$ cat config.mk
export PLATFORM = sky130hd
export DESIGN_NAME = round_robin_thread_scheduler
export DESIGN_NICKNAME = d
export VERILOG_FILES = /design/src/rtl/rrts_pkg.sv /design/src/rtl/rrts_ram.sv /design/src/rtl/rrts_thread_table.sv /design/src/rtl/round_robin_thread_scheduler.sv
export VERILOG_INCLUDE_DIRS = /design/src /design/src/rtl
export SDC_FILE = /design/constraint.sdc
export NUM_CORES = 1
export LEC_CHECK = 0
export CORE_MARGIN = 5
export CORE_UTILIZATION = 55
export CTS_CLUSTER_DIAMETER = 120
export DETAILED_ROUTE_END_ITERATION = 12
export DONT_BUFFER_PORTS = 1
export GPL_ROUTABILITY_DRIVEN = 0
export PLACE_DENSITY = 0.7
export SYNTH_ARGS = -nofsm -noshare
export SYNTH_HDL_FRONTEND = slang
export SYNTH_SLANG_ARGS = --single-unit
$ cat constraint.sdc
create_clock -name clk -period 12.52 [get_ports clk]
set_clock_uncertainty 0.15 [all_clocks]
set_input_delay 1.878 -clock clk [delete_from_list [all_inputs] [get_ports clk]]
set_output_delay 1.878 -clock clk [all_outputs]
set_load 0.05 [all_outputs]
$ cat src/rtl/assert_macros.svh
// ----------------------------------------------------------------------------
// assert_macros.svh
// Assertion wrappers shared by the RTL: clocked, reset-qualified properties.
// ----------------------------------------------------------------------------
`ifndef ASSERT_MACROS_SVH
`define ASSERT_MACROS_SVH

// property must hold at every edge out of reset
`define ASSERT_CLK(lbl, clk, rst_n, prop, msg) \
  lbl: assert property (@(posedge clk) disable iff (!rst_n) (prop)) else $error(msg);

// expression must never be true out of reset
`define ASSERT_NEVER(lbl, clk, rst_n, expr, msg) \
  `ASSERT_CLK(lbl, clk, rst_n, !(expr), msg)

`endif

$ cat src/rtl/rrts_pkg.sv
// ----------------------------------------------------------------------------
// rrts_pkg
// Shared widths, thread state codes and helpers for the thread scheduler.
// ----------------------------------------------------------------------------
package rrts_pkg;

  localparam int MAX_THREADS = 8;
  localparam int TID_W       = $clog2(MAX_THREADS);
  localparam int CUR_W       = $clog2(MAX_THREADS + 1);
  localparam int CNT_W       = CUR_W;
  localparam int ACT_W       = 4;
  localparam int TICK_W      = 16;
  localparam int SEM_W       = 8;
  localparam int CFG_W       = 7;
  localparam int OUT_TID_W   = 4;

  localparam logic signed [SEM_W-1:0] SEM_TOP   = 8'sd127;
  localparam logic signed [SEM_W-1:0] SEM_FLOOR = SEM_W'(-MAX_THREADS);

  typedef enum logic [2:0] {
    ST_ABSENT   = 3'd0,
    ST_READY    = 3'd1,
    ST_RUNNING  = 3'd2,
    ST_SLEEPING = 3'd3,
    ST_WAITING  = 3'd4
  } tstate_t;

  // write request into the thread table
  typedef struct packed {
    logic               st_en;
    logic               cnt_en;
    logic [TID_W-1:0]   idx;
    tstate_t            st;
    logic [TICK_W-1:0]  cnt;
  } tt_wr_t;

  function automatic logic [TID_W-1:0] ring_next(input logic [TID_W-1:0] p);
    return (p == TID_W'(MAX_THREADS - 1)) ? '0 : p + 1'b1;
  endfunction

endpackage

$ cat src/rtl/rrts_ram.sv
// ----------------------------------------------------------------------------
// rrts_ram
// Generic single-write, single-read RAM with registered read data.
// ----------------------------------------------------------------------------
module rrts_ram #(
  parameter int WIDTH = 8,
  parameter int DEPTH = 8
) (
  input  logic                     clk,
  input  logic                     we,
  input  logic [$clog2(DEPTH)-1:0] waddr,
  input  logic [WIDTH-1:0]         wdata,
  input  logic [$clog2(DEPTH)-1:0] raddr,
  output logic [WIDTH-1:0]         rdata
);

  logic [WIDTH-1:0] mem [DEPTH];

  always_ff @(posedge clk) begin
    if (we) begin
      mem[waddr] <= wdata;
    end
    rdata <= mem[raddr];
  end

endmodule

$ cat src/rtl/rrts_thread_table.sv
// ----------------------------------------------------------------------------
// rrts_thread_table
// Per-thread state and sleep counter, one read and one write slot per cycle.
// ----------------------------------------------------------------------------
module rrts_thread_table (
  input  logic                         clk,
  input  logic                         rst_n,
  input  logic [rrts_pkg::TID_W-1:0]   rd_idx,
  output rrts_pkg::tstate_t            rd_state,
  output logic [rrts_pkg::TICK_W-1:0]  rd_count,
  input  rrts_pkg::tt_wr_t             wr
);

  rrts_pkg::tstate_t            state_r [rrts_pkg::MAX_THREADS];
  logic [rrts_pkg::TICK_W-1:0]  count_r [rrts_pkg::MAX_THREADS];

  always_ff @(posedge clk) begin
    if (!rst_n) begin
      for (int i = 0; i < rrts_pkg::MAX_THREADS; i++) begin
        state_r[i] <= rrts_pkg::ST_ABSENT;
        count_r[i] <= '0;
      end
    end else begin
      if (wr.st_en) begin
        state_r[wr.idx] <= wr.st;
      end
      if (wr.cnt_en) begin
        count_r[wr.idx] <= wr.cnt;
      end
    end
  end

  assign rd_state = state_r[rd_idx];
  assign rd_count = count_r[rd_idx];

endmodule

$ cat src/rtl/round_robin_thread_scheduler.sv
// ----------------------------------------------------------------------------
// round_robin_thread_scheduler
// Thread-state scheduler with round-robin pick, one mutex and one semaphore.
// ----------------------------------------------------------------------------
// One item is taken at a time and each gives one result. Unlock and signal
// with a waiter add a wait ring step, and a signal swap then also runs the
// switch states. Yield and one-tick sleep scan the thread table one slot a
// cycle; a tick first walks every slot through the shared sleep decrementer.
// A finished result waits in the output register while the next item is
// taken. Wait rings sit in small RAMs with registered read data.
// ----------------------------------------------------------------------------
`include "assert_macros.svh"

module round_robin_thread_scheduler (
  input  logic                                clk,
  input  logic                                rst_n,
  input  logic                                in_valid,
  output logic                                in_stall,
  input  logic [rrts_pkg::ACT_W-1:0]          in_action,
  input  logic [rrts_pkg::TICK_W-1:0]         in_sleep_ticks,
  output logic                                out_valid,
  input  logic                                out_stall,
  output logic [rrts_pkg::OUT_TID_W-1:0]      out_running_thread,
  output logic [rrts_pkg::OUT_TID_W-1:0]      out_previous_thread,
  output logic                                out_switched,
  output logic                                out_mutex_is_free,
  output logic signed [rrts_pkg::SEM_W-1:0]   out_sem_value,
  input  logic                                cfg_valid,
  output logic                                cfg_ready,
  input  logic [rrts_pkg::CFG_W-1:0]          cfg_sem_initial
);

  typedef enum logic [3:0] {
    ACT_CREATE   = 4'd0,
    ACT_TICK     = 4'd1,
    ACT_SLEEP    = 4'd2,
    ACT_YIELD    = 4'd3,
    ACT_LOCK     = 4'd4,
    ACT_UNLOCK   = 4'd5,
    ACT_SEM_WAIT = 4'd6,
    ACT_SIGNAL   = 4'd7,
    ACT_SWAP     = 4'd8
  } action_t;

  typedef enum logic [2:0] {
    S_IDLE, S_EXEC, S_CNT, S_SCAN, S_SW1, S_SW2, S_MQ, S_SQ
  } seq_state_t;

  seq_state_t                           state_r;
  logic                                 done_r;
  logic [rrts_pkg::ACT_W-1:0]           act_r;
  logic [rrts_pkg::TICK_W-1:0]          ticks_r;
  logic [rrts_pkg::CUR_W-1:0]           cur_r;
  logic [rrts_pkg::CUR_W-1:0]           prev_r;
  logic [rrts_pkg::TID_W-1:0]           idx_r;
  logic                                 sw_r;
  logic                                 mfree_r;
  logic [rrts_pkg::TID_W-1:0]           mhead_r;
  logic [rrts_pkg::TID_W-1:0]           mtail_r;
  logic [rrts_pkg::CNT_W-1:0]           mwait_r;
  logic signed [rrts_pkg::SEM_W-1:0]    sem_r;
  logic [rrts_pkg::TID_W-1:0]           shead_r;
  logic [rrts_pkg::TID_W-1:0]           stail_r;
  logic                                 out_valid_r;
  logic [rrts_pkg::OUT_TID_W-1:0]       out_run_r;
  logic [rrts_pkg::OUT_TID_W-1:0]       out_prev_r;
  logic                                 out_sw_r;
  logic                                 out_mfree_r;
  logic signed [rrts_pkg::SEM_W-1:0]    out_sem_r;

  logic [rrts_pkg::TID_W-1:0]           cur_idx;
  logic                                 cur_valid;
  logic                                 one_tick;
  logic                                 lock_blocks;
  logic                                 wait_blocks;
  logic [rrts_pkg::TID_W-1:0]           tt_rd_idx;
  rrts_pkg::tstate_t                    tt_rd_state;
  logic [rrts_pkg::TICK_W-1:0]          tt_rd_count;
  rrts_pkg::tt_wr_t                     tt_wr;
  logic                                 mq_we;
  logic                                 sq_we;
  logic [rrts_pkg::TID_W-1:0]           mq_rdata;
  logic [rrts_pkg::TID_W-1:0]           sq_rdata;
  logic [rrts_pkg::CUR_W-1:0]           cur_eff;

  assign cur_idx     = cur_r[rrts_pkg::TID_W-1:0];
  assign cur_valid   = cur_r < rrts_pkg::CUR_W'(rrts_pkg::MAX_THREADS);
  assign one_tick    = ticks_r == rrts_pkg::TICK_W'(1);
  assign lock_blocks = !mfree_r && cur_valid
                       && (mwait_r < rrts_pkg::CNT_W'(rrts_pkg::MAX_THREADS));
  assign wait_blocks = !(sem_r > 0) && cur_valid && (sem_r > rrts_pkg::SEM_FLOOR);
  assign cur_eff     = cur_valid ? cur_r : '0;

  assign in_stall  = (state_r != S_IDLE) || done_r || cfg_valid;
  assign cfg_ready = (state_r == S_IDLE) && !done_r;

  // thread table port steering
  always_comb begin
    tt_rd_idx = idx_r;
    tt_wr     = '0;
    tt_wr.idx = cur_idx;
    tt_wr.st  = rrts_pkg::ST_READY;
    tt_wr.cnt = ticks_r;
    mq_we     = 1'b0;
    sq_we     = 1'b0;
    case (state_r)
      S_EXEC: begin
        case (act_r)
          ACT_CREATE: begin
            tt_wr.st_en = cur_valid;
          end
          ACT_SLEEP: begin
            if (!one_tick && cur_valid) begin
              tt_wr.st_en  = 1'b1;
              tt_wr.cnt_en = 1'b1;
              tt_wr.st     = rrts_pkg::ST_SLEEPING;
            end
          end
          ACT_LOCK: begin
            if (lock_blocks) begin
              tt_wr.st_en = 1'b1;
              tt_wr.st    = rrts_pkg::ST_WAITING;
              mq_we       = 1'b1;
            end
          end
          ACT_SEM_WAIT: begin
            if (wait_blocks) begin
              tt_wr.st_en = 1'b1;
              tt_wr.st    = rrts_pkg::ST_WAITING;
              sq_we       = 1'b1;
            end
          end
          default: ;
        endcase
      end
      S_CNT: begin
        tt_wr.idx = idx_r;
        if (tt_rd_state == rrts_pkg::ST_SLEEPING) begin
          if (tt_rd_count == '0) begin
            tt_wr.st_en = 1'b1;
          end else begin
            tt_wr.cnt_en = 1'b1;
            tt_wr.cnt    = tt_rd_count - 1'b1;
          end
        end
      end
      S_SW1: begin
        // outgoing thread goes back to ready only if it was running
        tt_rd_idx = cur_idx;
        if (cur_valid && (cur_r != rrts_pkg::CUR_W'(idx_r))
            && (tt_rd_state == rrts_pkg::ST_RUNNING)) begin
          tt_wr.st_en = 1'b1;
        end
      end
      S_SW2: begin
        tt_wr.st_en = 1'b1;
        tt_wr.idx   = idx_r;
        tt_wr.st    = rrts_pkg::ST_RUNNING;
      end
      S_MQ: begin
        tt_wr.st_en = 1'b1;
        tt_wr.idx   = mq_rdata;
      end
      S_SQ: begin
        tt_wr.st_en = (act_r == ACT_SIGNAL);
        tt_wr.idx   = sq_rdata;
      end
      default: ;
    endcase
  end

  always_ff @(posedge clk) begin
    if (!rst_n) begin
      state_r     <= S_IDLE;
      done_r      <= 1'b0;
      cur_r       <= '0;
      mfree_r     <= 1'b1;
      mhead_r     <= '0;
      mtail_r     <= '0;
      mwait_r     <= '0;
      sem_r       <= rrts_pkg::SEM_W'(1);
      shead_r     <= '0;
      stail_r     <= '0;
      out_valid_r <= 1'b0;
    end else begin
      if (out_valid_r && !out_stall) begin
        out_valid_r <= 1'b0;
      end
      // finished item waits here until the output register is free
      if (done_r && (!out_valid_r || !out_stall)) begin
        done_r      <= 1'b0;
        out_valid_r <= 1'b1;
        out_run_r   <= rrts_pkg::OUT_TID_W'(cur_r);
        out_prev_r  <= rrts_pkg::OUT_TID_W'(prev_r);
        out_sw_r    <= sw_r;
        out_mfree_r <= mfree_r;
        out_sem_r   <= sem_r;
      end
      case (state_r)
        S_IDLE: begin
          if (!done_r) begin
            if (cfg_valid) begin
              sem_r   <= rrts_pkg::SEM_W'(cfg_sem_initial);
              shead_r <= '0;
              stail_r <= '0;
            end else if (in_valid) begin
              act_r   <= in_action;
              ticks_r <= in_sleep_ticks;
              prev_r  <= cur_r;
              sw_r    <= 1'b0;
              state_r <= S_EXEC;
            end
          end
        end
        S_EXEC: begin
          state_r <= S_IDLE;
          done_r  <= 1'b1;
          case (act_r)
            ACT_CREATE: begin
              if (cur_valid) begin
                cur_r <= cur_r + 1'b1;
              end
            end
            ACT_TICK, ACT_YIELD, ACT_SLEEP: begin
              if (act_r != ACT_SLEEP || one_tick) begin
                done_r <= 1'b0;
                cur_r  <= cur_eff;
                if (act_r == ACT_TICK) begin
                  idx_r   <= '0;
                  state_r <= S_CNT;
                end else begin
                  idx_r   <= rrts_pkg::ring_next(cur_eff[rrts_pkg::TID_W-1:0]);
                  state_r <= S_SCAN;
                end
              end
            end
            ACT_LOCK: begin
              if (mfree_r) begin
                mfree_r <= 1'b0;
              end else if (lock_blocks) begin
                mhead_r <= rrts_pkg::ring_next(mhead_r);
                mwait_r <= mwait_r + 1'b1;
              end
            end
            ACT_UNLOCK: begin
              if (mwait_r != '0) begin
                done_r  <= 1'b0;
                state_r <= S_MQ;
              end else begin
                mfree_r <= 1'b1;
              end
            end
            ACT_SEM_WAIT: begin
              if (sem_r > 0) begin
                sem_r <= sem_r - 1'b1;
              end else if (wait_blocks) begin
                sem_r   <= sem_r - 1'b1;
                shead_r <= rrts_pkg::ring_next(shead_r);
              end
            end
            ACT_SIGNAL, ACT_SWAP: begin
              if (sem_r != rrts_pkg::SEM_TOP) begin
                sem_r <= sem_r + 1'b1;
                // count was negative: a waiter is released
                if (sem_r[rrts_pkg::SEM_W-1]) begin
                  done_r  <= 1'b0;
                  state_r <= S_SQ;
                end
              end
            end
            default: ;
          endcase
        end
        S_CNT: begin
          if (idx_r == rrts_pkg::TID_W'(rrts_pkg::MAX_THREADS - 1)) begin
            idx_r   <= rrts_pkg::ring_next(cur_idx);
            state_r <= S_SCAN;
          end else begin
            idx_r <= idx_r + 1'b1;
          end
        end
        S_SCAN: begin
          if (tt_rd_state == rrts_pkg::ST_READY) begin
            state_r <= S_SW1;
          end else if (idx_r == cur_idx) begin
            state_r <= S_IDLE;
            done_r  <= 1'b1;
          end else begin
            idx_r <= rrts_pkg::ring_next(idx_r);
          end
        end
        S_SW1: begin
          sw_r    <= (cur_r != rrts_pkg::CUR_W'(idx_r));
          state_r <= S_SW2;
        end
        S_SW2: begin
          cur_r   <= rrts_pkg::CUR_W'(idx_r);
          state_r <= S_IDLE;
          done_r  <= 1'b1;
        end
        S_MQ: begin
          mtail_r <= rrts_pkg::ring_next(mtail_r);
          mwait_r <= mwait_r - 1'b1;
          state_r <= S_IDLE;
          done_r  <= 1'b1;
        end
        S_SQ: begin
          stail_r <= rrts_pkg::ring_next(stail_r);
          if (act_r == ACT_SWAP) begin
            idx_r   <= sq_rdata;
            state_r <= S_SW1;
          end else begin
            state_r <= S_IDLE;
            done_r  <= 1'b1;
          end
        end
        default: begin
          state_r <= S_IDLE;
        end
      endcase
    end
  end

  rrts_thread_table u_table (
    .clk      (clk),
    .rst_n    (rst_n),
    .rd_idx   (tt_rd_idx),
    .rd_state (tt_rd_state),
    .rd_count (tt_rd_count),
    .wr       (tt_wr)
  );

  rrts_ram #(
    .WIDTH (rrts_pkg::TID_W),
    .DEPTH (rrts_pkg::MAX_THREADS)
  ) u_mutex_ring (
    .clk   (clk),
    .we    (mq_we),
    .waddr (mhead_r),
    .wdata (cur_idx),
    .raddr (mtail_r),
    .rdata (mq_rdata)
  );

  rrts_ram #(
    .WIDTH (rrts_pkg::TID_W),
    .DEPTH (rrts_pkg::MAX_THREADS)
  ) u_sem_ring (
    .clk   (clk),
    .we    (sq_we),
    .waddr (shead_r),
    .wdata (cur_idx),
    .raddr (stail_r),
    .rdata (sq_rdata)
  );

  assign out_valid           = out_valid_r;
  assign out_running_thread  = out_run_r;
  assign out_previous_thread = out_prev_r;
  assign out_switched        = out_sw_r;
  assign out_mutex_is_free   = out_mfree_r;
  assign out_sem_value       = out_sem_r;

  `ASSERT_NEVER(a_mwait_bound, clk, rst_n,
    mwait_r > rrts_pkg::CNT_W'(rrts_pkg::MAX_THREADS), "mutex waiter count overflow")
  `ASSERT_CLK(a_mfree_empty, clk, rst_n,
    mfree_r |-> (mwait_r == '0), "free mutex with queued waiters")
  `ASSERT_NEVER(a_sem_floor, clk, rst_n,
    sem_r < rrts_pkg::SEM_FLOOR, "semaphore count below ring depth")
  `ASSERT_NEVER(a_cur_bound, clk, rst_n,
    cur_r > rrts_pkg::CUR_W'(rrts_pkg::MAX_THREADS), "current thread out of range")

endmodule

==> parameters.txt <==
Parameter                              Value

Worst setup path
  Buf/Inv on CP ... 1
  Critical setup path kind ... reg2reg
  Critical-path top delay cell ... sky130_fd_sc_hd__dfxtp_1
  Maximum fanout along the worst path ... 49
  Setup crit start kind ... flip-flop
  CP startpoint ... state_r[2]
  Critical path data arrival time ... 6.31 ns
  Critical path's largest stage delay ... 0.96 ns
  Capturing element type of the critical path ... flip-flop
  Required time of the worst setup path ... 12.47 ns
  Crit path max-delay family ... compound AO/OA/AOI/OAI gates
  Critical-path cell list ... nor4bb_2 > a21o_1 > buf_4 > mux4_2 > a221o_1 > a211oi_2 > nand4_1 > o21ba_1 > o21bai_1 > nand2_1
  Reg2reg start ... state_r[2]

Clock network
  Buffers inserted during post-CTS setup optimization ... 0
  CTS H-tree lvls ... 1
  TritonCTS Sinks ... 286
  Cts hold-fix bufs ... 0
  Skew-Pair Late Insertion Delay ... 0.55 ns
  CTS tree ... done
  Post-cts gate resize count ... 0
  Root cell of the clock tree ... sky130_fd_sc_hd__clkbuf_16
  Number of buffers on the longest clock path ... 3
  Clock-pin slew on the worst setup and hold paths ... 0.06 ns
  CTS Buf Count ... 28

Routing
  Wire per inst ... 25.1 um
  Detailed Routing Iterations Pass 1 ... 5
  Total number of vias ... 10510
  Count of unresolved DRC violations after routing ... 0
  Starting DRT DRC Count ... 1405
  Number of nets with antenna violations after routing ... 0
  Vias per inst ... 6.61
  DRT Wirelength ... 39.9 mm

Finish
  Fin area ... 0.0156 mm2
  Finished Layout Cells ... 1591
  Fraction of layout cells with a size suffix above 1 ... 9.96%
  Nets ... 1292
  Layout Area Growth over Synthesis ... 8.13%
  Post-layout util ... 60.2%

Place
  Worst slack at placement ... 6.28 ns
  Placed standard-cell area ... 0.0147 mm2
  Placed insts ... 1539
  Hpwl dp ... 27.4 mm
  PortBufs ... 0

STA
  Pins over their slew limit ... 0
  Slew Limit Headroom ... 29.8%
  RSZ-0062 raised after global routing ... false
  Count of endpoints failing setup in the final report ... 0
  Fraction of the cycle the final worst path needs ... 50.8%
  Transition time at the pin with the least slew margin ... 1.05 ns
  Endpoints failing hold ... 0
  Tightest hold margin ... 0.268 ns
  Highest attainable clock frequency ... 157 MHz
  Min Tclk post-route ... 6.37 ns
  Final critical-path setup slack ... 6.15 ns
  Fin Setup TNS ... 0 ns

Job
  Reported max-cap violation count ... 0

Pwr
  Maximum ir drop on the vdd rail ... 124 uV
  Power after layout ... 2.19 mW
  Static Leakage ... 5.48 nW
  Areal power density over the cells ... 140 mW/mm2

Yosys
  Most area-consuming cells after synthesis ... sky130_fd_sc_hd__edfxtp_1 (51%), sky130_fd_sc_hd__dfxtp_1 (5.6%), sky130_fd_sc_hd__nor2_1 (5.5%), sky130_fd_sc_hd__mux4_2 (4.2%), sky130_fd_sc_hd__mux2i_1 (3.7%)
  Most used DFF post-synth ... sky130_fd_sc_hd__edfxtp_1
  Async set or reset register ratio after synthesis ... 0%
  Number of instances in the synthesized netlist ... 1265
  Number of enable flip-flop cells after synthesis ... 246
  Mean instance size in the synthesized netlist ... 11.4 um2
  Sequential share of the synthesized area ... 56.8%
  Distinct cell type count after synthesis ... 71
  Cell Area, Synth ... 0.0144 mm2
  Yosys reg bits ... 286
  Syn. warnings ... 0
  Net count after synthesis ... 1323
  Portion of synthesized cell area occupied by the leading cell type ... 51.2%
  Yosys top cell by area ... sky130_fd_sc_hd__edfxtp_1

Global routing
  Number of antenna violations at the first check in global routing ... 0
  Wire length of the first global-routing pass ... 59.8 mm
  Largest net degree at the start of global routing ... 51
  Total Routing Usage GR ... 26.8%
  Aggregate global routing overflow ... 0
  Number of global-route vias before repair ... 9941

Floorplanning
  Height of the chip ... 172 um
  Floorplan die area ... 0.0296 mm2
  Die X ... 172 um
  Count of pins on the block boundary ... 53
  Initial core utilization ... 55.7%
  Core region area ... 0.0259 mm2
  Row Count ... 59

Hold path
  Type of the tightest min-delay check ... reg2reg
  Beginning of the worst hold path ... prev_r[1]

Outcome
  Outcome ... finished, final reports clean
-- cells in the mapped netlist (all sizes together) (5+ instances only) --
library cell,number
mux2,16
a31oi,5
edfxtp,246
a211oi,18
a311oi,8
a2111oi,5
ha,24
dfxtp,40
nor2b,19
nand2,121
nor3b,6
nand2b,10
mux4,27
mux2i,58
inv,19
o311ai,8
a21o,16
buf,34
a32oi,9
and2,7
and3,9
xor2,5
or4,8
or3,16
nand4,10
nand3,23
a22oi,10
nor2,211
o21ai,34
o21bai,11
o31ai,7
nor3,32
a21boi,7
xnor2,11
a21oi,62
nor4,10
clkbuf,45
nand3b,9
-- cells by family after synthesis --
family,Yosys count,share of synthesized area [%]
adder cells (fa/ha/maj),26,2.36
buffers and inverters,98,2.84
XOR/XNOR,16,0.972
flip-flops,286,56.8
AND/OR/NAND/NOR,505,16.1
AO/OA/AOI/OAI,233,11.3
multiplexers,101,9.62
-- worst register-to-register path, cell delays in order, from the launching register on --
cell                       delay (ns)
sky130_fd_sc_hd__dfxtp_1         0.96
sky130_fd_sc_hd__nor4bb_2        0.95
sky130_fd_sc_hd__a21o_1          0.15
sky130_fd_sc_hd__buf_4           0.48
sky130_fd_sc_hd__mux4_2          0.60
sky130_fd_sc_hd__a221o_1         0.38
sky130_fd_sc_hd__a211oi_2        0.21
sky130_fd_sc_hd__nand4_1         0.20
sky130_fd_sc_hd__o21ba_1         0.36
sky130_fd_sc_hd__o21bai_1        0.78
sky130_fd_sc_hd__nand2_1         0.71
-- layer usage --
metal | global-route usage (%) | wire length (um) | vias up
met4 | 8.65 | 1390 | 0
li1 | - | - | 4690
met1 | 38.7 | 16300 | 5103
met3 | 8.32 | 4920 | 88
met5 | 0 | 0 | -
met2 | 39.1 | 17300 | 629
-- final cells by class --
class,instances,area (um2)
Clock inverter,13,149
Timing Repair Buffer,18,135
Tap cell,335,419
Clock buffer,38,769
Antenna cell,1,2.50
Fill cell,2052,10300
Sequential cell,286,8190
Inverter,19,71.3
Multi-Input combinational cell,881,5860
-- layout by cell type (no fill, tap or decap), types with 9 or more instances in the layout --
master                      netlist  final
sky130_fd_sc_hd__nor3_1          32     32
sky130_fd_sc_hd__xnor2_1         11     11
sky130_fd_sc_hd__nor4_1          10     10
sky130_fd_sc_hd__a22oi_1         10     10
sky130_fd_sc_hd__a21o_1          16     16
sky130_fd_sc_hd__mux2i_1         53     53
sky130_fd_sc_hd__nand2_1        121    121
sky130_fd_sc_hd__ha_1            24     24
sky130_fd_sc_hd__nor2b_1         19     19
sky130_fd_sc_hd__nand2b_1        10     10
sky130_fd_sc_hd__nor2_1         211    209
sky130_fd_sc_hd__inv_1           19     19
sky130_fd_sc_hd__a21oi_1         62     58
sky130_fd_sc_hd__buf_4            0     18
sky130_fd_sc_hd__o21bai_1        11     11
sky130_fd_sc_hd__a211oi_1        17     17
sky130_fd_sc_hd__or3_1           16     16
sky130_fd_sc_hd__o21ai_0         32     32
sky130_fd_sc_hd__mux2_2          15     15
sky130_fd_sc_hd__nand4_1         10     10
sky130_fd_sc_hd__nand3b_1         9      9
sky130_fd_sc_hd__and3_1           9      9
sky130_fd_sc_hd__mux4_2          27     27
sky130_fd_sc_hd__edfxtp_1       246    246
sky130_fd_sc_hd__dfxtp_1         40     39
sky130_fd_sc_hd__clkbuf_16        0     29
sky130_fd_sc_hd__nand3_1         23     23
-- where the power goes --
| group | switching (mW) | internal, mW | total, mW |
|---|---|---|---|
| clock | 0.358 | 0.493 | 0.851 |
| combinational | 0.156 | 0.0807 | 0.237 |
| sequential | 0.0387 | 1.06 | 1.10 |
-- sequential cells by signal, summed over array words and instances (netlist names), 8 cells and up --
| register | count |
|---|---|
| u_table.state_r | 24 |
| out_sem_value | 8 |
| sem_r | 8 |
| u_table.count_r | 128 |
| u_sem_ring.mem | 24 |
| u_mutex_ring.mem | 24 |
| ticks_r | 16 |
-- path summary, 6_finish.rpt --
| kind | end | slack, ns | depth (start not counted) |
|---|---|---|---|
| worst min-delay path | out_previous_thread[1] | 0.27 | 0 |
| worst min register to register | out_previous_thread[1] | 0.27 | 0 |
| worst max register to register | u_table.count_r[3][11] | 6.15 | 10 |
| worst max-delay path | u_table.count_r[3][11] | 6.15 | 10 |
No activity file was read; power rests on OpenSTA's default activity.
